### config.mk
export PLATFORM = sky130hd
export DESIGN_NAME = adpcm_block_decoder_with_loops_flat
export DESIGN_NICKNAME = d
export VERILOG_FILES = /design/src/sv/adbd_pkg.sv /design/src/sv/adbd_if.sv /design/src/sv/adbd_front.sv /design/src/sv/adbd_fifo.sv /design/src/sv/adbd_back.sv /design/src/sv/adbd_block_decoder_top.sv /design/src/flat_wrapper.sv
export SDC_FILE = /design/constraint.sdc
export NUM_CORES = 1
export LEC_CHECK = 0
export BUFFER_PORTS_ARGS = -buffer_cell sky130_fd_sc_hd__buf_2
export CORE_MARGIN = 10
export CORE_UTILIZATION = 55
export CTS_BUF_LIST = sky130_fd_sc_hd__clkbuf_4 sky130_fd_sc_hd__clkbuf_8
export DETAILED_ROUTE_END_ITERATION = 8
export PLACE_DENSITY = 0.83
export RECOVER_POWER = 25
export SYNTH_ARGS = -nofsm -noshare
export SYNTH_HDL_FRONTEND = slang
export SYNTH_SLANG_ARGS = --single-unit
export TNS_END_PERCENT = 5
### constraint.sdc
create_clock -name i_clk -period 33.2 [get_ports i_clk]
set_input_delay 6.64 -clock i_clk [delete_from_list [all_inputs] [get_ports i_clk]]
set_output_delay 6.64 -clock i_clk [all_outputs]
set_load 0.02 [all_outputs]
### src/sv/adbd_pkg.sv
`timescale 1ns / 1ps
`default_nettype none
package adbd_pkg;

    localparam int MemoryBytes   = 524288;
    localparam int SampleLimit   = MemoryBytes / 16 * 28;
    localparam bit LimitFits     = SampleLimit <= 32'h100000;
    localparam logic [19:0] LastIndex = 20'(SampleLimit - 1);

    localparam logic [3:0] PosHeader    = 4'd0;
    localparam logic [3:0] PosFlags     = 4'd1;
    localparam logic [3:0] PosFirstData = 4'd2;
    localparam logic [3:0] PosLastData  = 4'd15;

    localparam int FlagLoopEnd   = 0;
    localparam int FlagRepeat    = 1;
    localparam int FlagLoopStart = 2;

    localparam int FifoDepth = 2;
    localparam int FifoAw    = $clog2(FifoDepth);

    typedef struct packed {
        logic [7:0]  data;
        logic [3:0]  shift;
        logic [3:0]  filt;
        logic        clr;
        logic [19:0] index;
        logic        lstart;
        logic        lvalid;
        logic [19:0] loop_begin;
        logic [19:0] loop_length;
        logic        eos;
    } t_job;

    function automatic logic signed [7:0] coef_one(input logic [3:0] filt);
        logic signed [7:0] k;
        case (filt)
            4'd1: k = 8'sd60;
            4'd2: k = 8'sd115;
            4'd3: k = 8'sd98;
            4'd4: k = 8'sd122;
            default: k = 8'sd0;
        endcase
        return k;
    endfunction

    function automatic logic signed [7:0] coef_two(input logic [3:0] filt);
        logic signed [7:0] k;
        case (filt)
            4'd2: k = -8'sd52;
            4'd3: k = -8'sd55;
            4'd4: k = -8'sd60;
            default: k = 8'sd0;
        endcase
        return k;
    endfunction

endpackage
`default_nettype wire

### src/sv/adbd_if.sv
`timescale 1ns / 1ps
`default_nettype none
interface adbd_in_if;
    logic       valid;
    logic       ready;
    logic [7:0] data_byte;
    logic       first_byte;
    logic       last_byte;

    modport source (output valid, output data_byte, output first_byte, output last_byte,
                    input ready);
    modport sink (input valid, input data_byte, input first_byte, input last_byte,
                  output ready);
endinterface

interface adbd_out_if;
    logic               valid;
    logic               ready;
    logic signed [15:0] sample;
    logic [19:0]        sample_index;
    logic               at_loop_start;
    logic               loop_valid;
    logic [19:0]        loop_begin;
    logic [19:0]        loop_length;
    logic               end_of_sound;
    logic               last;

    modport source (output valid, output sample, output sample_index, output at_loop_start,
                    output loop_valid, output loop_begin, output loop_length,
                    output end_of_sound, output last, input ready);
    modport sink (input valid, input sample, input sample_index, input at_loop_start,
                  input loop_valid, input loop_begin, input loop_length,
                  input end_of_sound, input last, output ready);
endinterface
`default_nettype wire

### src/sv/adbd_front.sv
`timescale 1ns / 1ps
`default_nettype none
module adbd_front
    import adbd_pkg::*;
(
    input  wire         i_clk,
    input  wire         i_rst_n,
    adbd_in_if.sink     i_in,
    input  wire         i_cfg_we,
    input  wire         i_cfg_wdata,
    input  wire         i_full,
    output logic        o_push,
    output t_job        o_job
);

    logic        r_stop_at_end;
    logic        r_stopped, n_stopped;
    logic [3:0]  r_pos, n_pos;
    logic [7:0]  r_header, n_header;
    logic [2:0]  r_flags, n_flags;
    logic [19:0] r_cnt, n_cnt;
    logic [19:0] r_lsi, n_lsi;
    logic        r_clr, n_clr;

    logic        accept;
    logic        first;
    logic [19:0] cnt_c, lsi_c, lsi_d, idx1;
    logic [3:0]  pos_c;
    logic        stp_c, lstart, block_end, lvalid, eos;

    assign i_in.ready = !i_full;
    assign accept     = i_in.valid && !i_full;

    always_comb begin
        first     = i_in.first_byte;
        cnt_c     = first ? '0 : r_cnt;
        lsi_c     = first ? '0 : r_lsi;
        pos_c     = first ? PosHeader : r_pos;
        stp_c     = first ? 1'b0 : r_stopped;
        n_stopped = r_stopped;
        n_pos     = r_pos;
        n_header  = r_header;
        n_flags   = r_flags;
        n_cnt     = r_cnt;
        n_lsi     = r_lsi;
        n_clr     = r_clr;
        lstart    = (pos_c == PosFirstData) && r_flags[FlagLoopStart];
        lsi_d     = lstart ? cnt_c : lsi_c;
        idx1      = cnt_c + 20'd1;
        block_end = (pos_c == PosLastData);
        lvalid    = block_end && r_flags[FlagLoopEnd] && r_flags[FlagRepeat];
        eos       = i_in.last_byte
                    || (block_end && r_stop_at_end && r_flags[FlagLoopEnd])
                    || (LimitFits && idx1 == LastIndex);
        o_push    = 1'b0;
        o_job.data        = i_in.data_byte;
        o_job.shift       = r_header[3:0];
        o_job.filt        = r_header[7:4];
        o_job.clr         = first || r_clr;
        o_job.index       = cnt_c;
        o_job.lstart      = lstart;
        o_job.lvalid      = lvalid;
        o_job.loop_begin  = lvalid ? lsi_d : '0;
        o_job.loop_length = lvalid ? (idx1 + 20'd1 - lsi_d) : '0;
        o_job.eos         = eos;
        if (accept) begin
            n_cnt     = cnt_c;
            n_lsi     = lsi_c;
            n_pos     = pos_c;
            n_stopped = stp_c;
            n_clr     = first || r_clr;
            if (!stp_c) begin
                n_pos = pos_c + 4'd1;
                if (pos_c == PosHeader) begin
                    n_header  = i_in.data_byte;
                    n_stopped = i_in.last_byte;
                end else if (pos_c == PosFlags) begin
                    n_flags   = i_in.data_byte[2:0];
                    n_stopped = i_in.last_byte;
                end else begin
                    o_push    = 1'b1;
                    n_lsi     = lsi_d;
                    n_cnt     = cnt_c + 20'd2;
                    n_stopped = eos;
                    n_clr     = 1'b0;
                end
            end
        end
    end

    always_ff @(posedge i_clk) begin
        if (!i_rst_n) begin
            r_stop_at_end <= 1'b1;
            r_stopped     <= 1'b0;
            r_pos         <= '0;
            r_header      <= '0;
            r_flags       <= '0;
            r_cnt         <= '0;
            r_lsi         <= '0;
            r_clr         <= 1'b0;
        end else begin
            if (i_cfg_we) begin
                r_stop_at_end <= i_cfg_wdata;
            end
            r_stopped <= n_stopped;
            r_pos     <= n_pos;
            r_header  <= n_header;
            r_flags   <= n_flags;
            r_cnt     <= n_cnt;
            r_lsi     <= n_lsi;
            r_clr     <= n_clr;
        end
    end

endmodule
`default_nettype wire

### src/sv/adbd_fifo.sv
`timescale 1ns / 1ps
`default_nettype none
module adbd_fifo
    import adbd_pkg::*;
(
    input  wire   i_clk,
    input  wire   i_rst_n,
    input  wire   i_push,
    input  t_job  i_job,
    input  wire   i_pop,
    output logic  o_full,
    output logic  o_empty,
    output t_job  o_job
);

    t_job              r_mem [FifoDepth];
    logic [FifoAw-1:0] r_wp, r_rp;
    logic [FifoAw:0]   r_cnt;

    assign o_full  = (r_cnt == (FifoAw+1)'(FifoDepth));
    assign o_empty = (r_cnt == '0);
    assign o_job   = r_mem[r_rp];

    always_ff @(posedge i_clk) begin
        if (i_push) begin
            r_mem[r_wp] <= i_job;
        end
    end

    always_ff @(posedge i_clk) begin
        if (!i_rst_n) begin
            r_wp  <= '0;
            r_rp  <= '0;
            r_cnt <= '0;
        end else begin
            if (i_push) begin
                r_wp <= (r_wp == FifoAw'(FifoDepth - 1)) ? '0 : r_wp + 1'b1;
            end
            if (i_pop) begin
                r_rp <= (r_rp == FifoAw'(FifoDepth - 1)) ? '0 : r_rp + 1'b1;
            end
            if (i_push && !i_pop) begin
                r_cnt <= r_cnt + 1'b1;
            end else if (i_pop && !i_push) begin
                r_cnt <= r_cnt - 1'b1;
            end
        end
    end

endmodule
`default_nettype wire

### src/sv/adbd_back.sv
`timescale 1ns / 1ps
`default_nettype none
module adbd_back
    import adbd_pkg::*;
(
    input  wire         i_clk,
    input  wire         i_rst_n,
    input  wire         i_empty,
    input  t_job        i_job,
    output logic        o_pop,
    adbd_out_if.source  o_out
);

    logic               r_phase;
    logic signed [15:0] r_p1, r_p2;
    logic               r_ov;
    logic signed [15:0] r_sample;
    logic [19:0]        r_index;
    logic               r_lstart, r_lvalid, r_eos, r_last;
    logic [19:0]        r_lbegin, r_llength;

    logic               advance;
    logic signed [15:0] p1, p2, base, smp;
    logic [3:0]         nib;
    logic signed [7:0]  k0, k1;
    logic signed [23:0] m1, m2;
    logic signed [24:0] acc;
    logic [24:0]        mag;
    logic [18:0]        q;
    logic signed [19:0] r;

    assign advance = !i_empty && (!r_ov || o_out.ready);
    assign o_pop   = advance && r_phase;

    // one filter step per cycle while the queue is not empty and the output can take it, low nibble first
    always_comb begin
        p1   = (i_job.clr && !r_phase) ? '0 : r_p1;
        p2   = (i_job.clr && !r_phase) ? '0 : r_p2;
        nib  = r_phase ? i_job.data[7:4] : i_job.data[3:0];
        base = $signed({nib, 12'b0}) >>> i_job.shift;
        k0   = coef_one(i_job.filt);
        k1   = coef_two(i_job.filt);
        m1   = 24'(p1) * 24'(k0);
        m2   = 24'(p2) * 24'(k1);
        acc  = $signed({{3{base[15]}}, base, 6'b0}) + 25'(m1) + 25'(m2);
        mag  = acc[24] ? 25'(-acc) : 25'(acc);
        q    = 19'((mag + 25'd32) >> 6);
        r    = acc[24] ? -$signed({1'b0, q}) : $signed({1'b0, q});
        if (r > 20'sd32767) begin
            smp = 16'sh7FFF;
        end else if (r < -20'sd32768) begin
            smp = 16'sh8000;
        end else begin
            smp = r[15:0];
        end
    end

    always_ff @(posedge i_clk) begin
        if (advance) begin
            r_sample  <= smp;
            r_index   <= r_phase ? i_job.index + 20'd1 : i_job.index;
            r_lstart  <= !r_phase && i_job.lstart;
            r_lvalid  <= r_phase && i_job.lvalid;
            r_lbegin  <= r_phase ? i_job.loop_begin : '0;
            r_llength <= r_phase ? i_job.loop_length : '0;
            r_eos     <= r_phase && i_job.eos;
            r_last    <= r_phase;
        end
    end

    always_ff @(posedge i_clk) begin
        if (!i_rst_n) begin
            r_phase <= 1'b0;
            r_p1    <= '0;
            r_p2    <= '0;
            r_ov    <= 1'b0;
        end else begin
            if (advance) begin
                r_phase <= !r_phase;
                r_p2    <= p1;
                r_p1    <= smp;
                r_ov    <= 1'b1;
            end else if (o_out.ready) begin
                r_ov <= 1'b0;
            end
        end
    end

    assign o_out.valid         = r_ov;
    assign o_out.sample        = r_sample;
    assign o_out.sample_index  = r_index;
    assign o_out.at_loop_start = r_lstart;
    assign o_out.loop_valid    = r_lvalid;
    assign o_out.loop_begin    = r_lbegin;
    assign o_out.loop_length   = r_llength;
    assign o_out.end_of_sound  = r_eos;
    assign o_out.last          = r_last;

endmodule
`default_nettype wire

### src/sv/adbd_block_decoder_top.sv
`timescale 1ns / 1ps
`default_nettype none
// Block ADPCM decoder: takes one stream byte per item (16-byte blocks of header,
// flags and 14 data bytes) and returns two 16-bit PCM samples for every data
// byte, with sample index, loop points and end-of-sound marks. Header and flag
// bytes are absorbed by the front end; each data byte then passes the filter
// unit, which runs one multiply-accumulate step per sample. A two-entry queue
// sits between byte parsing and filtering, and the output is registered, so a
// new byte is taken while samples still wait at the output. first_byte starts a
// new sound; stop_at_end (reset 1) is written through i_cfg_we/i_cfg_wdata.
module adpcm_block_decoder_with_loops
    import adbd_pkg::*;
(
    input  wire         i_clk,
    input  wire         i_rst_n,
    adbd_in_if.sink     i_in,
    adbd_out_if.source  o_out,
    input  wire         i_cfg_we,
    input  wire         i_cfg_wdata
);

    logic push, pop, full, empty;
    t_job job_in, job_out;

    adbd_front u_front (
        .i_clk       (i_clk),
        .i_rst_n     (i_rst_n),
        .i_in        (i_in),
        .i_cfg_we    (i_cfg_we),
        .i_cfg_wdata (i_cfg_wdata),
        .i_full      (full),
        .o_push      (push),
        .o_job       (job_in)
    );

    adbd_fifo u_fifo (
        .i_clk   (i_clk),
        .i_rst_n (i_rst_n),
        .i_push  (push),
        .i_job   (job_in),
        .i_pop   (pop),
        .o_full  (full),
        .o_empty (empty),
        .o_job   (job_out)
    );

    adbd_back u_back (
        .i_clk   (i_clk),
        .i_rst_n (i_rst_n),
        .i_empty (empty),
        .i_job   (job_out),
        .o_pop   (pop),
        .o_out   (o_out)
    );

endmodule
`default_nettype wire

### src/flat_wrapper.sv
// flat-port wrapper written by rule: the top's interface ports become plain ports
module adpcm_block_decoder_with_loops_flat import adbd_pkg::*;
  (i_clk, i_rst_n, i_cfg_we, i_cfg_wdata, i_in_valid, i_in_data_byte, i_in_first_byte, i_in_last_byte, i_in_ready, o_out_valid, o_out_sample, o_out_sample_index, o_out_at_loop_start, o_out_loop_valid, o_out_loop_begin, o_out_loop_length, o_out_end_of_sound, o_out_last, o_out_ready);
  adbd_in_if i_in_i ();
  adbd_out_if o_out_i ();
  input  wire i_clk;
  input  wire i_rst_n;
  input  wire i_cfg_we;
  input  wire i_cfg_wdata;
  input wire logic [$bits(i_in_i.valid)-1:0] i_in_valid;
  input wire logic [$bits(i_in_i.data_byte)-1:0] i_in_data_byte;
  input wire logic [$bits(i_in_i.first_byte)-1:0] i_in_first_byte;
  input wire logic [$bits(i_in_i.last_byte)-1:0] i_in_last_byte;
  output wire logic [$bits(i_in_i.ready)-1:0] i_in_ready;
  output wire logic [$bits(o_out_i.valid)-1:0] o_out_valid;
  output wire logic [$bits(o_out_i.sample)-1:0] o_out_sample;
  output wire logic [$bits(o_out_i.sample_index)-1:0] o_out_sample_index;
  output wire logic [$bits(o_out_i.at_loop_start)-1:0] o_out_at_loop_start;
  output wire logic [$bits(o_out_i.loop_valid)-1:0] o_out_loop_valid;
  output wire logic [$bits(o_out_i.loop_begin)-1:0] o_out_loop_begin;
  output wire logic [$bits(o_out_i.loop_length)-1:0] o_out_loop_length;
  output wire logic [$bits(o_out_i.end_of_sound)-1:0] o_out_end_of_sound;
  output wire logic [$bits(o_out_i.last)-1:0] o_out_last;
  input wire logic [$bits(o_out_i.ready)-1:0] o_out_ready;
  assign i_in_i.valid = i_in_valid;
  assign i_in_i.data_byte = i_in_data_byte;
  assign i_in_i.first_byte = i_in_first_byte;
  assign i_in_i.last_byte = i_in_last_byte;
  assign i_in_ready = i_in_i.ready;
  assign o_out_valid = o_out_i.valid;
  assign o_out_sample = o_out_i.sample;
  assign o_out_sample_index = o_out_i.sample_index;
  assign o_out_at_loop_start = o_out_i.at_loop_start;
  assign o_out_loop_valid = o_out_i.loop_valid;
  assign o_out_loop_begin = o_out_i.loop_begin;
  assign o_out_loop_length = o_out_i.loop_length;
  assign o_out_end_of_sound = o_out_i.end_of_sound;
  assign o_out_last = o_out_i.last;
  assign o_out_i.ready = o_out_ready;
  adpcm_block_decoder_with_loops u_core (.i_clk(i_clk), .i_rst_n(i_rst_n), .i_in(i_in_i), .o_out(o_out_i), .i_cfg_we(i_cfg_we), .i_cfg_wdata(i_cfg_wdata));
endmodule
==> parameters.txt <==
Parameter                              Value

Outcome
  Outcome ... finished with violations
  Failing checks ... max-capacitance violations, max-slew violations

Power
  Cell Int Power ... approximately 870 uW
  Power density relative to cell area ... roughly 52 mW/mm^2
  Seq pwr share ... around a third
  Switching power share of the total ... 39.8%
  Leakage power figure ... ~11 nW
  Combinational share of power ... between 40 and 50%
  Part of the total power dissipated in the clock network ... 24.7%
  Peak supply drop ... roughly 0.000048 V
  Switching Power ... ~580 uW

Worst setup path
  Crit Path Class ... flop to flop
  Dominant cell type by count on the critical path ... sky130_fd_sc_hd__fa_1
  Largest stage delay, worst path ... approximately 1.5 ns
  Sort of element at the end of the critical path ... flop
  Type of element launching the critical path ... flop
  Data required, critical path ... 33.66 ns
  Arrival time of the worst setup path ... between 10 and 15 ns
  Critical Path Fanout Max ... 32
  Slowest cell on crit path ... sky130_fd_sc_hd__dfxtp_1

STA
  Setup violators final ... 0
  Max-slew violation count ... between 300 and 400
  Post-route fraction of the period consumed by the critical path ... roughly 44%
  Worst Setup Slack, final ... 18.74 ns
  Post-Route Skew ... between 0.03 and 0.04 ns
  Period minus WS final ... 14.46 ns
  RSZ-0062 raised after global routing ... false
  Max Clk Rate ... slightly below 70 MHz
  Number of failing hold endpoints at the final stage ... 0
  Tightest slew margin relative to the limit ... -188%
  Total negative setup slack ... 0 ns
  Worst Tran Pin Value ... between 4 and 5 ns

Placed design
  Worst-case setup slack after placement ... 19.93 ns
  Number of buffer cells added on primary ports ... 97
  Placer congestion estimate ... a little under 1
  Total half-perimeter wirelength after legalization and detailed placement ... ~48,000 um

Drt
  Number of antenna-violating nets in the routed design ... 0
  1st-iter DRT viols ... about 1,700
  Number of DRC violations after detailed routing ... 0
  Detailed-route wire length per cell ... ~20 um
  Routed via count divided by cell count ... a little under 6
  Number of vias after detailed routing ... 19,000
  Wire length reported by the detailed router ... approximately 64,000 um
  1st-pass router iterations ... 6

Cells and area
  Storage element area ... around 0.009 mm^2
  Layout Utilization ... between 50% and 60%
  P&R area growth vs syn ... 7.78%
  Final nets ... between 2,000 and 3,000
  Proportion of layout cells with a drive suffix above 1 ... 10.5%
  Area of combinational cells with multiple inputs ... around 0.015 mm^2
  Diodes inserted ... 0
  Fill count ... 3,725

Clocking
  Clock net sink count ... 337
  Worst-path clk slew ... about 0.070 ns
  Quantity of gates resized following cts ... 0
  Maximum clock path buffer count ... 3
  CTS tree ... yes
  H-tree levels ... 2
  Clk Latency, worst-skew pair ... approximately 0.64 ns
  Buffer count from post-CTS setup fixing ... 0
  Number of buffers inserted during clock tree synthesis ... slightly above 50
  Hold buffers post-CTS ... 0
  Root Buffer ... sky130_fd_sc_hd__clkbuf_8

Floorplanning
  Chip width ... approximately 240 um
  Rows ... 79
  Die outline area ... between 0.05 and 0.06 mm^2
  I/O pin count ... 98
  Die Height ... roughly 240 um
  Core Area ... 0.0465 mm^2
  Initial core utilization ... between 50 and 60%

Synthesis
  Cell area after technology mapping ... roughly 0.026 mm^2
  Syn_nets ... 2,896
  Most frequently used cell type in the post-synthesis netlist ... sky130_fd_sc_hd__inv_1
  Synthesis Warnings ... 0
  Post-synth EDFFs ... 240
  Dominant register cell in the synthesized netlist ... sky130_fd_sc_hd__edfxtp_1
  Cell count after synthesis ... 2,513
  Distinct cell type count after synthesis ... 97
  Register bit count reported by yosys ... between 300 and 400
  Mean cell area of the mapped netlist ... approximately 10 um^2
  Top cells by area in the synthesized netlist ... sky130_fd_sc_hd__edfxtp_1 28%, sky130_fd_sc_hd__fa_1 16%, sky130_fd_sc_hd__ha_1 8.1%, sky130_fd_sc_hd__dfxtp_1 7.5%, sky130_fd_sc_hd__inv_1 4.0%
  Post-synth top area share ... between 20% and 30%
  FFs w/ async S/R, synth ... 0%
  Largest area contributor in the netlist ... sky130_fd_sc_hd__edfxtp_1
  Sequential share of the synthesized area ... 35.5%
  Commonest cells post-synth ... 273 x sky130_fd_sc_hd__inv_1, 240 x sky130_fd_sc_hd__edfxtp_1, 234 x sky130_fd_sc_hd__nor2_1

GRT
  Global-route wire length before repair ... a little over 100,000 um
  Largest net degree at the start of global routing ... just under 100
  Total grt overflow ... 0
  Via count of the first global-routing pass ... approximately 19,000
  Global router's overall resource usage ... 22.3%
  Initial antenna violation count ... 1

Run
  Max capacitance violation total ... 6

Hold path
  Hold Path Class ... flop to flop
==> state kept, by name, summed over array words and instances (netlist names), 3 cells and up, named ones only <==
register and count:
u_core.u_fifo.r_mem 160, u_core.u_back.o_out.loop_begin 20, u_core.u_back.o_out.loop_length 20, u_core.u_back.o_out.sample_index 20, u_core.u_front.r_cnt 20, u_core.u_front.r_lsi 20
u_core.u_back.o_out.sample 16, u_core.u_back.r_p1 16, u_core.u_back.r_p2 16, u_core.u_front.r_header 8, u_core.u_front.r_pos 4, u_core.u_front.r_flags 3
==> worst paths after layout <==
kind / from / endpoint / slack (ns) / cells after the start
hold reg to reg: u_core.u_front.r_header[4] / u_core.u_fifo.r_mem[1][64] / 0.47 / 0
setup reg to reg: flop / u_core.u_back.o_out.sample[5] / 18.74 / 36
hold / removal: u_core.u_front.r_header[4] / u_core.u_fifo.r_mem[1][64] / 0.47 / 0
setup / recovery: flop / u_core.u_back.o_out.sample[5] / 18.74 / 36
==> per-stage QoR <==
stage / total power [mW] / hold WS [ns] / instance area (um^2) / cells
after detailed placement: 1.08 / 0.447 / 26700 / 3129
after global routing: 1.52 / 0.484 / 27700 / 3224
after floorplan: 0.944 / 0.406 / 25700 / 2513
after global placement: 1.07 / 0.432 / 26700 / 3129
after CTS: 1.44 / 0.465 / 27800 / 3224
final: 1.45 / 0.466 / 27700 / 3224
==> layout make-up <==
| type | instances | share of cell area [%] |
|---|---|---|
| clock inverter | 19 | 0.492 |
| sequential | 337 | 33.0 |
| clock buffer | 76 | 3.36 |
| timing repair buffer | 115 | 2.15 |
| multi-input combinational | 1796 | 54.6 |
| inverter | 274 | 3.71 |
| tap | 607 | 2.74 |
==> layer usage <==
metal	part of all wire (%)	wire length [um]	up-vias	global-route usage (%)
met5	0.014	9	-	0
met4	1.7	1110	2	4.48
met3	10	6350	97	5.22
met2	46	29500	856	35.3
met1	42	26700	9325	30.7
li1	-	-	8682	-
==> kinds of logic after synthesis <==
kind of cell,count (synthesis),synth area share (%)
adders and majority gates,367,23.7
muxes,107,4.40
AOI/OAI and AO/OA,365,9.88
DFF,337,35.5
xor gates and xnor gates,139,4.89
buffers and inverters,380,5.68
and+or+nand+nor,818,15.9
==> power by group through the flow <==
stage | logic, mW | registers [mW] | clock network [mW]
3_3_place_gp | 0.559 | 0.506 | 0
5_1_grt | 0.642 | 0.501 | 0.381
4_1_cts | 0.580 | 0.498 | 0.363
3_5_place_dp | 0.575 | 0.507 | 0
2_1_floorplan | 0.427 | 0.517 | 0
6_report | 0.589 | 0.499 | 0.358
==> critical path: cells and delay by family (launching register included) <==
family,cells,cell delay [ns]
xor+xnor,1,0.14
compound gates,11,3.72
buf+inv,3,0.51
flops,1,1.48
simple gates,11,3.95
fa+ha+maj,8,3.80
mux,2,0.70
==> layout by cell type (no fill, tap or decap), drive strengths merged, types with 26 or more instances in the layout <==
cell and count:
o21ai 78, fa 201, ha 166, nand3 59
inv 276, xnor2 80, edfxtp 240, nor2b 120
nand2 196, xor2 59, mux2i 94, a22oi 26
and2 56, dfxtp 97, a21oi 110, nor2 235
clkbuf 88, nor3 36, buf 103
No activity file was read; power rests on OpenSTA's default activity.
